### src/rtl/synth_voice_allocator_defines.svh
// Assertion macros for the voice allocator.
`ifndef SYNTH_VOICE_ALLOCATOR_DEFINES_SVH
`define SYNTH_VOICE_ALLOCATOR_DEFINES_SVH

// Same-cycle implication.
`define SVA_ASSERT_IMPL(name, clk, rstn, ante, cons) \
    name: assert property (@(posedge clk) disable iff (!(rstn)) (ante) |-> (cons)) \
        else $error("voice allocator assertion failed");

// Next-cycle implication.
`define SVA_ASSERT_NEXT(name, clk, rstn, ante, cons) \
    name: assert property (@(posedge clk) disable iff (!(rstn)) (ante) |=> (cons)) \
        else $error("voice allocator assertion failed");

`endif

### src/rtl/sva_pkg.sv
package sva_pkg;

    localparam int VOICE_COUNT = 8;
    localparam int VIDX_W      = (VOICE_COUNT > 1) ? $clog2(VOICE_COUNT) : 1;

    typedef logic [VIDX_W-1:0]      vidx_t;
    typedef logic [VOICE_COUNT-1:0] vmask_t;
    typedef logic [2:0]             op_t;
    typedef logic [1:0]             kind_t;
    typedef logic [6:0]             note_t;
    typedef logic [15:0]            ring_t;
    typedef logic [31:0]            age_t;
    typedef logic [0:0]             reg_idx_t;

    localparam op_t OP_NOTE_ON    = 3'd0;
    localparam op_t OP_NOTE_OFF   = 3'd1;
    localparam op_t OP_SET_RING   = 3'd2;
    localparam op_t OP_VOICE_DONE = 3'd3;
    localparam op_t OP_ALL_OFF    = 3'd4;

    localparam kind_t KIND_FREE   = 2'd0;
    localparam kind_t KIND_QUIET  = 2'd1;
    localparam kind_t KIND_OLDEST = 2'd2;
    localparam kind_t KIND_NONE   = 2'd3;

    localparam reg_idx_t REG_MONO_MODE = 1'b0;

endpackage

### src/rtl/synth_voice_allocator.sv
// Every op but note on runs from request through ST_EXEC to ST_DONE; a note on
// that finds a free voice or runs in mono mode adds ST_COMMIT, and one that
// steals also runs ST_SCAN first, one voice per cycle through a shared comparator.
// One request at a time; the next is taken once the result is on the output.
// Reset (aresetn low, synchronous): all voices free and ungated, age counter and
// mono_mode cleared, no result pending.
`include "synth_voice_allocator_defines.svh"

module synth_voice_allocator (
    input  logic        aclk,
    input  logic        aresetn,

    input  logic        psel,
    input  logic        penable,
    input  logic        pwrite,
    input  logic [2:0]  paddr,
    input  logic [31:0] pwdata,
    output logic [31:0] prdata,
    output logic        pready,

    input  logic        s_valid,
    output logic        s_ready,
    input  logic [2:0]  s_op,
    input  logic [6:0]  s_note,
    input  logic [2:0]  s_voice,
    input  logic [15:0] s_ring_level,

    output logic        m_valid,
    input  logic        m_ready,
    output logic [2:0]  m_chosen_voice,
    output logic [1:0]  m_take_kind,
    output logic [7:0]  m_released_mask
);

    typedef enum logic [2:0] {
        ST_IDLE,
        ST_EXEC,
        ST_SCAN,
        ST_COMMIT,
        ST_DONE
    } state_t;

    state_t state_reg, state_next;

    logic mono_reg, mono_next;

    sva_pkg::op_t   op_reg, op_next;
    sva_pkg::note_t note_in_reg, note_in_next;
    logic [2:0]     voice_in_reg, voice_in_next;
    sva_pkg::ring_t ring_in_reg, ring_in_next;

    sva_pkg::vmask_t voice_used_reg, voice_used_next;
    sva_pkg::vmask_t voice_gate_reg, voice_gate_next;
    sva_pkg::note_t  voice_note_reg [sva_pkg::VOICE_COUNT];
    sva_pkg::note_t  voice_note_next[sva_pkg::VOICE_COUNT];
    sva_pkg::age_t   voice_age_reg  [sva_pkg::VOICE_COUNT];
    sva_pkg::age_t   voice_age_next [sva_pkg::VOICE_COUNT];
    sva_pkg::ring_t  voice_ring_reg [sva_pkg::VOICE_COUNT];
    sva_pkg::ring_t  voice_ring_next[sva_pkg::VOICE_COUNT];
    sva_pkg::age_t   age_count_reg, age_count_next;

    sva_pkg::vidx_t  scan_idx_reg, scan_idx_next;
    sva_pkg::vidx_t  pick_idx_reg, pick_idx_next;
    sva_pkg::age_t   best_key_reg, best_key_next;
    logic            found_reg, found_next;
    logic            use_ring_reg, use_ring_next;
    sva_pkg::kind_t  kind_reg, kind_next;
    sva_pkg::vmask_t mask_reg, mask_next;

    logic           m_valid_reg, m_valid_next;
    logic [2:0]     m_chosen_voice_reg, m_chosen_voice_next;
    sva_pkg::kind_t m_take_kind_reg, m_take_kind_next;
    logic [7:0]     m_released_mask_reg, m_released_mask_next;

    logic           cfg_write;
    logic           any_unused;
    logic           any_released;
    sva_pkg::vidx_t first_unused;
    sva_pkg::vidx_t voice_idx;
    logic           voice_ok;
    sva_pkg::age_t  scan_key;
    logic           scan_elig;
    logic           scan_last;

    function automatic logic reg_idx_t_eq(input sva_pkg::reg_idx_t a);
        return a == sva_pkg::REG_MONO_MODE;
    endfunction

    assign pready    = 1'b1;
    assign cfg_write = psel && penable && pwrite;
    assign prdata    = (reg_idx_t_eq(paddr[2])) ? {31'b0, mono_reg} : 32'b0;

    assign s_ready         = (state_reg == ST_IDLE);
    assign m_valid         = m_valid_reg;
    assign m_chosen_voice  = m_chosen_voice_reg;
    assign m_take_kind     = m_take_kind_reg;
    assign m_released_mask = m_released_mask_reg;

    assign any_unused   = ~&voice_used_reg;
    assign any_released = ~&voice_gate_reg;
    assign voice_idx    = sva_pkg::vidx_t'(32'(voice_in_reg));
    assign voice_ok     = 32'(voice_in_reg) < 32'(sva_pkg::VOICE_COUNT);
    assign scan_key     = use_ring_reg ? sva_pkg::age_t'(voice_ring_reg[scan_idx_reg])
                                       : voice_age_reg[scan_idx_reg];
    assign scan_elig    = !use_ring_reg || !voice_gate_reg[scan_idx_reg];
    assign scan_last    = (scan_idx_reg == sva_pkg::vidx_t'(sva_pkg::VOICE_COUNT - 1));

    always_comb begin
        first_unused = '0;
        for (int i = sva_pkg::VOICE_COUNT - 1; i >= 0; i--) begin
            if (!voice_used_reg[i]) begin
                first_unused = sva_pkg::vidx_t'(i);
            end
        end
    end

    always_comb begin
        state_next           = state_reg;
        mono_next            = mono_reg;
        op_next              = op_reg;
        note_in_next         = note_in_reg;
        voice_in_next        = voice_in_reg;
        ring_in_next         = ring_in_reg;
        voice_used_next      = voice_used_reg;
        voice_gate_next      = voice_gate_reg;
        voice_note_next      = voice_note_reg;
        voice_age_next       = voice_age_reg;
        voice_ring_next      = voice_ring_reg;
        age_count_next       = age_count_reg;
        scan_idx_next        = scan_idx_reg;
        pick_idx_next        = pick_idx_reg;
        best_key_next        = best_key_reg;
        found_next           = found_reg;
        use_ring_next        = use_ring_reg;
        kind_next            = kind_reg;
        mask_next            = mask_reg;
        m_valid_next         = m_valid_reg;
        m_chosen_voice_next  = m_chosen_voice_reg;
        m_take_kind_next     = m_take_kind_reg;
        m_released_mask_next = m_released_mask_reg;

        if (cfg_write && reg_idx_t_eq(paddr[2])) begin
            mono_next = pwdata[0];
        end

        if (m_valid_reg && m_ready) begin
            m_valid_next = 1'b0;
        end

        case (state_reg)
            ST_IDLE: begin
                if (s_valid) begin
                    op_next       = s_op;
                    note_in_next  = s_note;
                    voice_in_next = s_voice;
                    ring_in_next  = s_ring_level;
                    state_next    = ST_EXEC;
                end
            end
            ST_EXEC: begin
                kind_next     = sva_pkg::KIND_NONE;
                pick_idx_next = '0;
                mask_next     = '0;
                scan_idx_next = '0;
                found_next    = 1'b0;
                best_key_next = '0;
                state_next    = ST_DONE;
                case (op_reg)
                    sva_pkg::OP_NOTE_ON: begin
                        if (mono_reg) begin
                            state_next = ST_COMMIT;
                        end else if (any_unused) begin
                            pick_idx_next = first_unused;
                            kind_next     = sva_pkg::KIND_FREE;
                            state_next    = ST_COMMIT;
                        end else begin
                            use_ring_next = any_released;
                            kind_next     = any_released ? sva_pkg::KIND_QUIET
                                                         : sva_pkg::KIND_OLDEST;
                            state_next    = ST_SCAN;
                        end
                    end
                    sva_pkg::OP_NOTE_OFF: begin
                        for (int i = 0; i < sva_pkg::VOICE_COUNT; i++) begin
                            if (voice_used_reg[i] && voice_gate_reg[i]
                                    && voice_note_reg[i] == note_in_reg) begin
                                voice_gate_next[i] = 1'b0;
                                mask_next[i]       = 1'b1;
                            end
                        end
                    end
                    sva_pkg::OP_SET_RING: begin
                        if (voice_ok) begin
                            voice_ring_next[voice_idx] = ring_in_reg;
                        end
                    end
                    sva_pkg::OP_VOICE_DONE: begin
                        if (voice_ok) begin
                            voice_used_next[voice_idx] = 1'b0;
                            voice_gate_next[voice_idx] = 1'b0;
                        end
                    end
                    sva_pkg::OP_ALL_OFF: begin
                        for (int i = 0; i < sva_pkg::VOICE_COUNT; i++) begin
                            if (voice_used_reg[i]) begin
                                mask_next[i]       = voice_gate_reg[i];
                                voice_gate_next[i] = 1'b0;
                            end
                        end
                    end
                    default: begin
                        state_next = ST_DONE;
                    end
                endcase
            end
            ST_SCAN: begin
                if (scan_elig && (!found_reg || scan_key < best_key_reg)) begin
                    best_key_next = scan_key;
                    pick_idx_next = scan_idx_reg;
                    found_next    = 1'b1;
                end
                scan_idx_next = scan_idx_reg + 1'b1;
                if (scan_last) begin
                    state_next = ST_COMMIT;
                end
            end
            ST_COMMIT: begin
                voice_used_next[pick_idx_reg] = 1'b1;
                voice_gate_next[pick_idx_reg] = 1'b1;
                voice_note_next[pick_idx_reg] = note_in_reg;
                voice_age_next[pick_idx_reg]  = age_count_reg + 32'd1;
                voice_ring_next[pick_idx_reg] = '0;
                age_count_next                = age_count_reg + 32'd1;
                state_next                    = ST_DONE;
            end
            ST_DONE: begin
                if (!m_valid_reg || m_ready) begin
                    m_valid_next         = 1'b1;
                    m_chosen_voice_next  = 3'(32'(pick_idx_reg));
                    m_take_kind_next     = kind_reg;
                    m_released_mask_next = 8'(32'(mask_reg));
                    state_next           = ST_IDLE;
                end
            end
            default: begin
                state_next = ST_IDLE;
            end
        endcase
    end

    always_ff @(posedge aclk) begin
        if (!aresetn) begin
            state_reg      <= ST_IDLE;
            mono_reg       <= 1'b0;
            voice_used_reg <= '0;
            voice_gate_reg <= '0;
            voice_note_reg <= '{default: '0};
            voice_age_reg  <= '{default: '0};
            voice_ring_reg <= '{default: '0};
            age_count_reg  <= '0;
            m_valid_reg    <= 1'b0;
        end else begin
            state_reg      <= state_next;
            mono_reg       <= mono_next;
            voice_used_reg <= voice_used_next;
            voice_gate_reg <= voice_gate_next;
            voice_note_reg <= voice_note_next;
            voice_age_reg  <= voice_age_next;
            voice_ring_reg <= voice_ring_next;
            age_count_reg  <= age_count_next;
            m_valid_reg    <= m_valid_next;
        end
        op_reg              <= op_next;
        note_in_reg         <= note_in_next;
        voice_in_reg        <= voice_in_next;
        ring_in_reg         <= ring_in_next;
        scan_idx_reg        <= scan_idx_next;
        pick_idx_reg        <= pick_idx_next;
        best_key_reg        <= best_key_next;
        found_reg           <= found_next;
        use_ring_reg        <= use_ring_next;
        kind_reg            <= kind_next;
        mask_reg            <= mask_next;
        m_chosen_voice_reg  <= m_chosen_voice_next;
        m_take_kind_reg     <= m_take_kind_next;
        m_released_mask_reg <= m_released_mask_next;
    end

    `SVA_ASSERT_NEXT(a_busy_after_request, aclk, aresetn, s_valid && s_ready, !s_ready)
    `SVA_ASSERT_IMPL(a_take_has_no_release, aclk, aresetn,
        m_valid && m_take_kind != sva_pkg::KIND_NONE, m_released_mask == 8'd0)
    `SVA_ASSERT_IMPL(a_quiet_steal_ungated, aclk, aresetn,
        state_reg == ST_COMMIT && kind_reg == sva_pkg::KIND_QUIET,
        !voice_gate_reg[pick_idx_reg])
    `SVA_ASSERT_NEXT(a_commit_marks_voice, aclk, aresetn, state_reg == ST_COMMIT,
        voice_used_reg[pick_idx_reg] && voice_gate_reg[pick_idx_reg])

endmodule

### config.mk
export PLATFORM = sky130hd
export DESIGN_NAME = synth_voice_allocator
export DESIGN_NICKNAME = d
export VERILOG_FILES = /design/src/rtl/sva_pkg.sv /design/src/rtl/synth_voice_allocator.sv
export VERILOG_INCLUDE_DIRS = /design/src /design/src/rtl
export SDC_FILE = /design/constraint.sdc
export NUM_CORES = 1
export LEC_CHECK = 0
export ABC_AREA = 1
export BUFFER_PORTS_ARGS = -buffer_cell sky130_fd_sc_hd__buf_2
export CAP_MARGIN = 20
export CORE_UTILIZATION = 32
export DETAILED_ROUTE_END_ITERATION = 6
export PLACE_DENSITY_LB_ADDON = 0.25
export SETUP_SLACK_MARGIN = 0.2
export SYNTH_ARGS = -nofsm -noshare
export SYNTH_HDL_FRONTEND = slang
export SYNTH_SLANG_ARGS = --single-unit
export TNS_END_PERCENT = 5
### constraint.sdc
create_clock -name aclk -period 4.99 [get_ports aclk]
set_input_delay 0.2495 -clock aclk [delete_from_list [all_inputs] [get_ports aclk]]
set_output_delay 0.2495 -clock aclk [all_outputs]
set_load 0.02 [all_outputs]
Word-level counts from Yosys, hierarchy flattened
Index checks and enable logic that the tools add are counted.
- bits in read-only memories: 0
- bits in latches: 0
- word-level logic and storage cells: 266
- bits in registers: 585
- memories: 0
- memory bits (writable): 0
- input port bits: 71
- output and inout bits: 48
- $mul: 0
- muxes and demuxes: 94
- divide/modulo/power cells: 0
- order comparisons: 11
- reduce and logical (&&, ||, !) cells: 55
- bitwise gates (word level): 13
- equality and inequality tests: 40
- shift-type cells: 0
- $add $sub $neg: 2
- operator list (operator ; number):
    $bwmux W256 ; 1
    $pmux W128 S2 ; 1
    $mux W32 ; 5
    $and A128 B128 Y128 ; 1
    $bwmux W128 ; 1
    $mux W128 ; 1
    $not A128 Y128 ; 1
    $bmux W32 S3 ; 1
    $demux W16 S3 ; 2
    $demux W32 S3 ; 1
    $mux W16 ; 4
    $pmux W32 S2 ; 1
    $bwmux W56 ; 1
    $eq A7 B7 Y1 ; 8
    $bmux W16 S3 ; 1
    $mux W3 ; 16
    $ne A3 B3 Y1 const B ; 16
    $pmux W8 S2 ; 3
    $mux W1 ; 42
    $add A32 B1 Y32 const B ; 1
    $lt A32 B32 Y1 ; 1
    $reduce_and A4 Y1 ; 8
    $logic_and A1 B1 Y1 ; 25
    $pmux W8 S3 ; 1
    other kinds (34) ; 72

Logic depth before layout (Yosys ltp)
- word-level depth: 12
- depth in mapped cells: 24
- depth with buffers taken out: 20

Worst setup path before layout
No wires, ideal clock.
- kind: register to register
- from: register scan_idx_reg[0]
- to: register best_key_reg[0] (enable)
- stages on the path, launching flop included: 23
- required time: 4.596 ns
- data arrival time: 3.671 ns
- period minus slack after synthesis: 4.065 ns
- setup time: 0.394 ns
- slack: 0.925 ns
- path buffers: 4
- cell sequence: edfxtp_1 buf_2 inv_1 clkbuf_1 buf_2 clkbuf_1 a21oi_1 o21ai_0 nand3_1 o211ai_1 inv_1 ha_1 a21oi_1 o21ai_0 nand3_1 nand2_1 nand2_1 a21oi_1 a2111oi_0 nand2_1 nand2_1 nand2_1 nand2_1
- longest elaborated chain between the ends: 10
- RTL lines (what ; RTL line ; source):
    start: declaration ; synth_voice_allocator.sv:62 ; sva_pkg::vidx_t scan_idx_reg, scan_idx_next;
    start signal: assignment ; synth_voice_allocator.sv:277 ; scan_idx_reg <= scan_idx_next;
    $not A3 Y4 (implied by the code) ; synth_voice_allocator.sv:104 ; : voice_age_reg[scan_idx_reg];
    $bmux W32 S3 ; synth_voice_allocator.sv:104 ;
    $mux W32 (implied by the code) (2 in a row) ; synth_voice_allocator.sv:104 ;
    $mux W32 ; synth_voice_allocator.sv:103 ; assign scan_key = use_ring_reg ? sva_pkg::age_t'(voice_ring_reg[scan_idx_reg])
    via scan_key[17] ; synth_voice_allocator.sv:81 ; sva_pkg::age_t scan_key;
    $lt A32 B32 Y1 ; synth_voice_allocator.sv:217 ; if (scan_elig && (!found_reg || scan_key < best_key_reg)) begin
    $logic_or A1 B1 Y1 ; synth_voice_allocator.sv:217 ;
    $logic_and A1 B1 Y1 ; synth_voice_allocator.sv:217 ;
    $ne A2 B2 Y1 (no source line) ; - ;
    $reduce_and A2 Y1 (no source line) ; - ;
    end signal: assignment ; synth_voice_allocator.sv:279 ; best_key_reg <= best_key_next;
    end: declaration ; synth_voice_allocator.sv:64 ; sva_pkg::age_t best_key_reg, best_key_next;
The timed path passes the listed nets, and every way through them passes these cells. The select of a mux whose other input is x is not followed.
A chain may end at the register's enable or synchronous reset.

Worst setup path in the final report
- from: register scan_idx_reg[0]
- to: register best_key_reg[16] (enable)
The elaborated chain is that of the path after synthesis.

==> impl_metrics.json <==
{
  "status": "finished, final reports clean",
  "max_slew_margin": 0.319,
  "cts_buffers": 69,
  "pwr-share-seq": 0.444,
  "post_dp_cell_area_um2": 28700,
  "synthFlopType": "dfxtp_1",
  "grt_pass1_vias": 21800,
  "antenna_found_initial": 0,
  "clock_sinks": 585,
  "switching_power_mw": 2.91,
  "crit_path_cell_trace": "inv_6 -> buf_4 -> a21oi_1 -> o21ai_0 -> nand3_1 -> o211ai_1 -> inv_1 -> ha_1 -> nand2_1 -> o21ai_0 -> nand3_1 -> nand2_1 -> nand2_1 -> a21oi_1 -> a2111oi_0 -> buf_4 -> nand2_1 -> nand2_1 -> nand2_1 -> nand2_2 -> buf_12",
  "crit_arrival_ns": 4.43,
  "critical_path_class": "reg2reg",
  "syn_to_final_growth_pct": 13.7,
  "fin_cells": 4797,
  "skew_ns": 0.0349,
  "finalCriticalPeriod_ns": 4.14,
  "combPwrFrac": 0.098,
  "largest_reg_flops": 256,
  "end_kind": "flop",
  "setup-tns-final_ns": 0,
  "required_ns": 5.28,
  "cts_root_buffer": "clkbuf_16",
  "swShare": 0.259,
  "multi_input_area_um2": 11600,
  "die_h_um": 296,
  "syn-mean-instance-area_um2": 7.55,
  "clkPwrFrac": 0.459,
  "gp_congestion": 0.808,
  "syn_area_um2": 27600,
  "synth_edf_count": 92,
  "synth_cells": 3653,
  "layout_worst_path_cycle_share": 0.830,
  "wl_mm": 82.9,
  "final_hold_viol_count": 0,
  "internal-power_mw": 8.34,
  "crit_top_cell": "nand2_1",
  "die_w_um": 296,
  "dp_cells": 4637,
  "rsz0062_at_grt": "no",
  "clock_latency_ns": 0.61,
  "synthDistinctLibCells": 53,
  "cts_setup_buffers": 0,
  "crit_slowest_cell": "edfxtp_1",
  "nets": 3704,
  "route.detailed.drc": 0,
  "max_stage_delay_ns": 0.53,
  "maxCapViolations": 0,
  "grt_overflow": 0,
  "initial_utilization": 0.323,
  "ctsResizeCount": 0,
  "num_vias": 23900,
  "synth.yosys.warnings": 0,
  "timing.fmax_mhz": 241,
  "setup_violations": 0,
  "synth_area_leaders": "dfxtp_1 36%, edfxtp_1 10%, o21ai_0 9.6%, a21oi_1 8.7%, inv_1 7.4%",
  "worst_pin_slew_ns": 1.02,
  "synth_most_common_cell": "inv_1",
  "crit_fanout": 79,
  "grt_max_degree": 134,
  "row_count": 107,
  "async_flop_share": 0,
  "synth.top_cell.area_share": 0.358,
  "p_leak_nw": 13.4,
  "slew_viol_final": 0,
  "clkTransAtPathRegs_ns": 0.06,
  "synth_top_cell_by_area": "dfxtp_1",
  "ant_nets": 0,
  "grt_usage": 0.188,
  "synth-seq-cells": 585,
  "first_pass_iters": 5,
  "fin_hold_ws_ns": 0.207,
  "post_drt_wl_per_cell_um": 17.3,
  "hold_path.class": "in2reg",
  "synth_common_cells": "544 x inv_1, 530 x o21ai_0, 493 x dfxtp_1",
  "port_buffers": 53,
  "place_hpwl_mm": 47.9,
  "cts_buffer_depth": 3,
  "design_area_um2": 31300,
  "pwr_density_cell_nw_per_um2": 359,
  "grt_pass1_wl_mm": 129,
  "peakVddDrop_mv": 0.229,
  "tritoncts": "built",
  "yosysSeqAreaShare": 0.458,
  "drtIter0Drc": 1813,
  "core-area_um2": 85300,
  "drive_above_1_share": 0.0736,
  "fill_cells": 8977,
  "dieArea_um2": 87300,
  "sequential_cell_area_um2": 12600,
  "htreeDepth": 3,
  "antenna_cells": 0,
  "ios": 119,
  "final_util": 0.368,
  "via_per_inst": 4.98,
  "cp-start-kind": "flop"
}
placed cells by master (no fill, tap or decap), drive strengths merged:
cell	netlist	layout
o32ai	2	2
nor3	18	18
edfxtp	92	92
a211oi	67	67
clkbuf	200	95
o21ai	543	543
dfxtp	493	493
a21oi	481	481
xnor2	2	2
a311oi	1	1
ha	34	34
nand2	299	299
xor2	75	75
clkinv	12	28
bufinv	0	6
a221oi	53	53
dlygate4sd3	0	33
clkinvlp	0	3
o211ai	42	42
conb	2	32
a2111oi	1	1
buf	102	114
nand3	140	140
nand3b	2	2
a31oi	6	6
inv	553	558
o221ai	10	10
nand4	13	13
o221a	1	1
nor2	364	364
or2	2	2
o311a	1	1
o311ai	1	1
nor4	22	22
o22ai	19	19
worst paths after layout:
path	to	cells past startpoint	start	slack [ns]
worst min register to register	m_released_mask[7]$_DFFE_PP_	0	mask_reg[7]$_SDFFCE_PN0P_	0.42
worst max register to register	best_key_reg[16]$_SDFFCE_PN0P_	21	scan_idx_reg[0]$_SDFFCE_PN0P_	0.85
worst max-delay path	best_key_reg[16]$_SDFFCE_PN0P_	21	scan_idx_reg[0]$_SDFFCE_PN0P_	0.85
worst min-delay path	voice_ring_reg[2]$_SDFFE_PN0P_	3	aresetn	0.21
worst max-delay path, delay by kind of cell, from the launching register on:
family,cells,cell delay (ns)
compound gates,6,0.88
fa+ha+maj,1,0.27
simple gates,9,0.74
flops,1,0.53
buf+inv,5,1.29
layer usage:
| layer | GRT usage | wire [um] | share of wire | vias to the layer above |
|---|---|---|---|---|
| li1 | - | - | - | 12000 |
| met4 | 0.0566 | 1770 | 0.021 | 0 |
| met1 | 0.255 | 38800 | 0.47 | 11300 |
| met3 | 0.0250 | 4210 | 0.051 | 117 |
| met5 | 0 | 0 | 0 | - |
| met2 | 0.310 | 38100 | 0.46 | 582 |
cell families after synthesis:
family | Yosys count | synth area share
AND/OR/NAND/NOR | 860 | 0.132
other | 2 | 0.000272
buffers and inverters | 867 | 0.125
XOR/XNOR | 77 | 0.0254
adder cells (fa/ha/maj) | 34 | 0.0154
flip-flops | 585 | 0.458
AO/OA/AOI/OAI | 1228 | 0.244
area by class of cell:
| cell class | count | share of cell area |
|---|---|---|
| well taps | 1144 | 0.0457 |
| flip-flops and latches | 585 | 0.403 |
| clock inverters | 30 | 0.0104 |
| multi-input cells | 2231 | 0.371 |
| clock buffers | 95 | 0.0634 |
| inverters | 565 | 0.0682 |
| repair buffers | 147 | 0.0383 |
power by group through the flow:
stage               Combinational, mW  Sequential, mW  Clock (mW)
global route                     1.23            5.00        5.48
detailed placement               1.07            5.09           0
global placement                 1.08            5.09           0
floorplan                       0.777            5.03           0
finish                           1.10            4.99        5.16
CTS                              1.10            4.99        5.29
per-stage QoR:
stage          total power [mW]  setup slack, ns
2_1_floorplan              5.80            0.925
3_3_place_gp               6.17            0.858
3_5_place_dp               6.17            0.884
4_1_cts                    11.4            0.842
5_1_grt                    11.7            0.252
6_report                   11.3            0.846
timing repair:
item                       CTS  global route
hold endpoints to repair    33             0
hold buffers                33             0
setup endpoints to repair    0             0
(Power assumes the default switching activity.)
